$ cat src/hdl/tql_pkg.sv
`default_nettype none

package tql_pkg;

	localparam int FIELD_W  = 16;
	localparam int CFG_IDX_W = 2;
	localparam int ACT_W    = 2;
	localparam int STATE_W  = 13;
	localparam int ACTIONS  = 3;
	localparam int VEL_BINS = 3;
	localparam int ONE_Q8   = 256;

	localparam logic signed [FIELD_W-1:0] VEL_HI = 16'sd2048;
	localparam logic signed [FIELD_W-1:0] VEL_LO = -16'sd2048;

	// request kinds
	localparam logic REQ_FRAME    = 1'b0;
	localparam logic REQ_TERMINAL = 1'b1;

	// actions
	localparam logic [ACT_W-1:0] ACT_UP   = 2'd0;
	localparam logic [ACT_W-1:0] ACT_STAY = 2'd1;
	localparam logic [ACT_W-1:0] ACT_DOWN = 2'd2;

	// register map
	localparam logic [CFG_IDX_W-1:0] REG_LEARN_RATE   = 2'd0;
	localparam logic [CFG_IDX_W-1:0] REG_DISCOUNT     = 2'd1;
	localparam logic [CFG_IDX_W-1:0] REG_EXPLORE_PROB = 2'd2;

	localparam logic [FIELD_W-1:0] LEARN_RATE_RST   = 16'd13107;
	localparam logic [FIELD_W-1:0] DISCOUNT_RST     = 16'd58982;
	localparam logic [FIELD_W-1:0] EXPLORE_PROB_RST = 16'd32768;

	typedef struct packed {
		logic idle;
		logic clear;
		logic bin;
		logic mul1;
		logic mul2;
		logic upd;
		logic pick;
	} tql_cmd_t;

	typedef struct packed {
		logic clear_done;
		logic out_free;
	} tql_status_t;

endpackage

`default_nettype wire

$ cat src/hdl/tql_ctrl.sv
`default_nettype none

module tql_ctrl import tql_pkg::*; (
	input  wire logic        clk,
	input  wire logic        arst_n,
	input  wire logic        item_valid,
	input  wire tql_status_t st,
	output tql_cmd_t         cmd
);

	typedef enum logic [2:0] {
		S_CLEAR,
		S_IDLE,
		S_BIN,
		S_MUL1,
		S_MUL2,
		S_UPD,
		S_PICK
	} state_t;

	state_t state_q;

	always_ff @(posedge clk or negedge arst_n) begin
		if (!arst_n) begin
			state_q <= S_CLEAR;
		end else begin
			unique case (state_q)
				S_CLEAR: if (st.clear_done) state_q <= S_IDLE;
				S_IDLE:  if (item_valid) state_q <= S_BIN;
				S_BIN:   state_q <= S_MUL1;
				S_MUL1:  state_q <= S_MUL2;
				S_MUL2:  state_q <= S_UPD;
				S_UPD:   state_q <= S_PICK;
				S_PICK:  if (st.out_free) state_q <= S_IDLE;
				default: state_q <= S_CLEAR;
			endcase
		end
	end

	always_comb begin
		cmd       = '0;
		cmd.clear = (state_q == S_CLEAR);
		cmd.idle  = (state_q == S_IDLE);
		cmd.bin   = (state_q == S_BIN);
		cmd.mul1  = (state_q == S_MUL1);
		cmd.mul2  = (state_q == S_MUL2);
		cmd.upd   = (state_q == S_UPD);
		cmd.pick  = (state_q == S_PICK);
	end

endmodule

`default_nettype wire

$ cat config.mk
export PLATFORM = sky130hd
export DESIGN_NAME = tql_ctrl
export DESIGN_NICKNAME = d
export VERILOG_FILES = /design/src/hdl/tql_pkg.sv /design/src/hdl/tql_ctrl.sv
export SDC_FILE = /design/constraint.sdc
export NUM_CORES = 1
export LEC_CHECK = 0
export BUFFER_PORTS_ARGS = -buffer_cell sky130_fd_sc_hd__buf_2
export CORE_AREA = 4 4 41 43
export CTS_BUF_LIST = sky130_fd_sc_hd__clkbuf_4
export DETAILED_ROUTE_END_ITERATION = 12
export DIE_AREA = 0 0 45 47
export PLACE_DENSITY = 0.36
export SETUP_SLACK_MARGIN = 0.4
export SKIP_CTS_REPAIR_TIMING = 1
export SLEW_MARGIN = 15
export SYNTH_ARGS = -nofsm -noshare
export SYNTH_HDL_FRONTEND = slang
export SYNTH_SLANG_ARGS = --single-unit
$ cat constraint.sdc
create_clock -name clk -period 1.04 [get_ports clk]
set_input_delay 0.052 -clock clk [delete_from_list [all_inputs] [get_ports clk]]
set_output_delay 0.052 -clock clk [all_outputs]
set_load 0.005 [all_outputs]
==> results of run 1 <==
cell usage in the layout, fill, tap and decap left out, drive strengths merged:
cell type and count:
dfrtp 3, o21ai 3, o41ai 1, nand2 1, buf 16, clkbuf 4, nor3b 3, and3b 3
a21oi 2, inv 1, nor3 1, a21o 2, dlygate4sd3 1
power by group through the flow:
stage / Sequential [mW] / Clock, mW / Combinational [mW]
finish: 0.316 / 0.228 / 0.606
global placement: 0.303 / 0 / 0.513
floorplan: 0.226 / 0 / 0.448
CTS: 0.307 / 0.243 / 0.518
global route: 0.336 / 0.251 / 0.680
detailed placement: 0.306 / 0 / 0.517
kinds of logic (layout without fill, tap and decap cells):
family	Yosys count	in the layout	synth area share
flip-flops	3	3	0.326
AND/OR/NAND/NOR	8	8	0.266
AO/OA/AOI/OAI	8	8	0.261
buffers and inverters	4	22	0.147
layer usage:
metal  wire length (microns)  global-route usage  up-vias
met1                     242              0.0685      107
met5                       0                   0        -
li1                        -                   -      117
met4                       0              0.0526        0
met3                      63              0.0230        0
met2                     298              0.0960        9
per-stage QoR:
step | instance area (sq um) | worst slack (ns)
global placement | 309 | 0.0191
global route | 382 | -0.157
floorplan | 239 | 0.157
detailed placement | 309 | 0.00670
finish | 382 | -0.113
CTS | 339 | -0.159
how the worst max path moves through the flow:
stage | start | end | depth (start not counted)
6_report | state_q[2] | cmd[3] | 3
5_1_grt | state_q[2] | cmd[3] | 3
4_1_cts | state_q[0] | cmd[0] | 2
3_5_place_dp | state_q[1] | state_q[0] | 2
3_3_place_gp | state_q[1] | state_q[0] | 2
2_1_floorplan | state_q[2] | state_q[0] | 3
critical path, cell delays in order, from the launching register on:
cell	delay, ns
dfrtp_1	0.40
buf_6	0.14
and3b_2	0.22
buf_2	0.11
final cells by class:
cell class / count / area (sq um)
clock buffers: 4 / 30.0
fillers: 146 / 920
inverters: 1 / 3.75
multi-input cells: 16 / 135
flip-flops and latches: 3 / 77.6
well taps: 15 / 18.8
repair buffers: 17 / 116
==> out/qor.yml, run 1 <==
clocking:
  clk_latency_ns: 0.23
  cts.sinks: 3
  clock-root-buffer: "clkbuf_4"
  cts_tree: "built"
  cts_max_path_buffers: 2
  numCtsBuffers: 3
  clk_pin_slew_worst_paths_ns: 0.04
  htreeDepth: 1
place:
  post-dp-hpwl_microns: 431
  io_buffers: 11
  finalWeightedCongestion: 0.684
  dp.cells: 50
logic_synthesis:
  syn_area_per_cell_sq_um: 10.0
  synth_cells: 23
  ys_ff_latch: 3
  yosysSeqAreaShare: 0.326
  yosysTopAreaCell: "dfrtp_1"
  synthTopCellsByArea: "dfrtp_1 (33%), and3b_2 (13%), buf_6 (9.8%), nor3b_1 (9.8%), o41ai_2 (7.1%)"
  synth-edff-count: 0
  synth_top_area_share: 0.326
  syn-num-nets: 28
  syn_area_sq_um: 230
  netlist_top_cells_count: "and3b_2 (3), dfrtp_1 (3), nor3b_1 (3)"
  ys_types: 13
  ys_async_sr_fraction: 1.00
  yosysWarnings: 0
  synthFlopType: "dfrtp_1"
routing:
  wl_per_cell_microns: 10.8
  via_count: 233
  drc: 0
  vias_per_cell: 4.16
  drt_iter0_drc: 0
  ant_nets: 0
  firstDrtPassIters: 1
  routed_wl_microns: 604
timing:
  worst_pin_slew_ns: 0.222
  post-route-min-period_ns: 1.15
  fmax_mhz: 867
  setup_tns_ns: -0.573
  setup_viol_count_final: 7
  final_max_slew_viol_count: 0
  finalWorstSetupSlack_ns: -0.113
  finalHoldViolations: 0
  rsz0062_at_grt: "true"
  period_share: 1.11
  relSlewSlack: 0.851
  fin_skew_ns: 0.000715
  hold_ws_ns: 0.0789
power_and_ir_drop:
  total_power_mw: 1.15
  internal_power_uw: 735
  combPwrFrac: 0.527
  swShare: 0.361
  leakagePower_nw: 0.201
  vdd_drop_max_mv: 0.938
  p_switching_uw: 415
  power_frac_clock: 0.199
  powerDensity_nw_per_um2: 3010
  p_seq_frac: 0.275
die:
  dieArea_sq_um: 2120
  start_util: 0.177
  ios: 12
  rows: 13
  die_w_microns: 45
  die_h_microns: 47
  core-area_sq_um: 1300
hold_path:
  hold_class: "input pin to register"
  holdPathEnd: "state_q[0]"
  min_path_cells: 4
  worstHoldStart: "item_valid"
flow_run:
  drv_cap: 0
critical_path:
  reg2regPathDepth: 2
  path_class: "register to primary output"
  worst_ep_required_time_ns: 0.99
  timing.rr.end: "state_q[0]"
  start_kind: "register"
  rrSetupSlack_ns: 0.04
  r2r_start: "state_q[1]"
  arrival_ns: 1.10
  critPathCaptureType: "primary output"
  cp_max_fo: 3
outcome:
  outcome: "complete, but fails checks"
  violations: "negative setup slack"
cells_and_area:
  postLayoutCoreUtil: 0.293
  nets: 47
  stdcell_count: 56
  drive_gt1_frac: 0.732
  largest_registers: "state_q (3)"
  regMostFlops: "state_q"
  syn_to_final_growth_pct: 65.8
  largest_reg_flops: 3
  antenna_cells: 0
global_route:
  grt_pass1_wl_microns: 910
  grt_pass1_vias: 223
  overflow: 0
  antenna_found_initial: 0
  grt_max_degree: 13
  track_usage: 0.0625
(Power assumes the default switching activity.)
==> run 2, diff against run 1 <==
CELL_PAD_IN_SITES_DETAIL_PLACEMENT = 1   (was not set)
CELL_PAD_IN_SITES_GLOBAL_PLACEMENT = 1   (was not set)
PLACE_DENSITY = 0.46   (was 0.36)
==> out/qor.yml, run 2 (synthesized netlist as in run 1, its figures left out) <==
outcome:
  outcome: "complete, but fails checks"
  violations: "negative setup slack"
timing:
  finalHoldViolations: 0  # unchanged
  setup_viol_count_final: 8  # +1
  hold_ws_ns: 0.108  # +0.0288 ns
  period_share: 1.13  # +0.0239
  relSlewSlack: 0.832  # -0.0183
  rsz0062_at_grt: "true"
  fmax_mhz: 849  # -2.1%
  post-route-min-period_ns: 1.18  # +0.0248 ns
  final_max_slew_viol_count: 0  # unchanged
  finalWorstSetupSlack_ns: -0.138  # -0.0248 ns
  worst_pin_slew_ns: 0.249  # +0.0271 ns
  fin_skew_ns: 0.00179  # +0.00108 ns
place:
  post-place-ws_ns: -0.0229  # -0.0296 ns
  io_buffers: 11  # unchanged
  finalWeightedCongestion: 0.691  # +1.1%
  dp.cells: 48  # -4.0%
routing:
  wl_met3_microns: 47  # -25%
  wirelength_met1_microns: 291  # +20%
  dr_wl_met2_microns: 353  # +18%
  ant_nets: 0  # unchanged
  vias_per_cell: 4.33  # +4.0%
  wl_per_cell_microns: 11.9  # +11%
  via_count: 251  # +7.7%
  highest_layer: "met3"
  routed_wl_microns: 692  # +15%
  firstDrtPassIters: 2  # +1
  drc: 0  # unchanged
  drt_iter0_drc: 1  # +1
cells_and_area:
  antenna_cells: 0  # unchanged
  final_cell_mix: "buf_2 (11), buf_6 (5), clkbuf_4 (4)"
  nets: 49  # +4.3%
  largest_reg_flops: 3  # unchanged
  syn_to_final_growth_pct: 78.3
  stdcell_count: 58  # +3.6%
  fill_cells: 162  # +11%
  largest_registers: "state_q (3)"
  regMostFlops: "state_q"
  final_common_cell: "buf_2"
  drive_gt1_frac: 0.814  # +0.0822
power_and_ir_drop:
  vdd_drop_max_mv: 1.24  # +33%
  powerDensity_nw_per_um2: 3170  # +5.2%
  leakagePower_nw: 0.216  # +7.3%
critical_path:
  start_kind: "register"
  cp_max_fo: 8  # +5
  worst_ep_required_time_ns: 0.99  # about the same
  path_class: "register to primary output"
  critPathCaptureType: "primary output"
  reg2regPathDepth: 3  # +1
  arrival_ns: 1.13  # +0.03 ns
clocking:
  clk_latency_ns: 0.23  # about the same
  clock-root-buffer: "clkbuf_4"
  cts.sinks: 3  # unchanged
  htreeDepth: 1  # unchanged
  clk_pin_slew_worst_paths_ns: 0.03  # about the same
  cts_max_path_buffers: 2  # unchanged
  numCtsBuffers: 3  # unchanged
  cts_tree: "built"
flow_run:
  drv_cap: 0  # unchanged
hold_path:
  min_path_cells: 4  # unchanged
  hold_class: "input pin to register"
die:
  die_w_microns: 45  # unchanged
  die_h_microns: 47  # unchanged
  start_util: 0.177  # unchanged
  ios: 12  # unchanged
  core-area_sq_um: 1300  # unchanged
  rows: 13  # unchanged
  dieArea_sq_um: 2120  # unchanged
global_route:
  grt_pass1_vias: 236  # +5.8%
  antenna_found_initial: 0  # unchanged
  grt_max_degree: 13  # unchanged
  overflow: 0  # unchanged
  grt_pass1_wl_microns: 966  # +6.2%
  track_usage: 0.0656  # +0.00311
-- run 2: changes by cell type in the layout (fill, tap and decap cells not counted), sizes merged --
cell,before,now
buf,16,18
-- run 2: stage by stage --
step / total power [mW] / instance area, sq um / setup TNS (ns) / utilization
after floorplan: 0.673 / 239 / 0 / -
after global placement: 0.767 / 294 / -0.0143 / 0.226
after detailed placement: 0.782 / 294 / -0.0229 / 0.226
after CTS: 1.02 / 324 / -1.19 / 0.249
after global routing: 1.42 / 410 / -1.25 / 0.315
final: 1.30 / 410 / -0.814 / 0.315
-- run 2: final timing paths --
check	startpoint	endpoint	slack (ns)
max	state_q[2]	cmd[1]	-0.14
min	item_valid	state_q[0]	0.11
max in group asynchronous	arst_n	state_q[0]	0.78
max reg2reg	state_q[1]	state_q[0]	-0.09
min in group asynchronous	arst_n	state_q[1]	0.14
min reg2reg	state_q[2]	state_q[2]	0.57
-- run 2: critical path, stage by stage, from the launching register on --
cell and delay (ns):
dfrtp_2 0.43, buf_6 0.15, and3b_2 0.20, buf_2 0.12
-- run 2: report_power, final --
group / total [mW] / leakage, nW / internal [mW] / switching (mW)
Sequential: 0.276 / 0.0333 / 0.187 / 0.0890
Combinational: 0.800 / 0.164 / 0.470 / 0.330
Clock: 0.225 / 0.0184 / 0.169 / 0.0556
Total: 1.30 / 0.216 / 0.827 / 0.474
-- run 2: layout make-up --
type,count,area [sq um],area share
Multi-Input combinational cell,16,143,0.348
Timing Repair Buffer,19,136,0.332
Sequential cell,3,78.8,0.192
Clock buffer,4,30.0,0.0732
Tap cell,15,18.8,0.0457
Inverter,1,3.75,0.00915
-- run 2: routing by layer --
layer	track usage	vias up
met5	0	-
met4	0.0702	0
met3	0.0153	0
met2	0.0819	8
met1	0.0866	121
li1	-	122
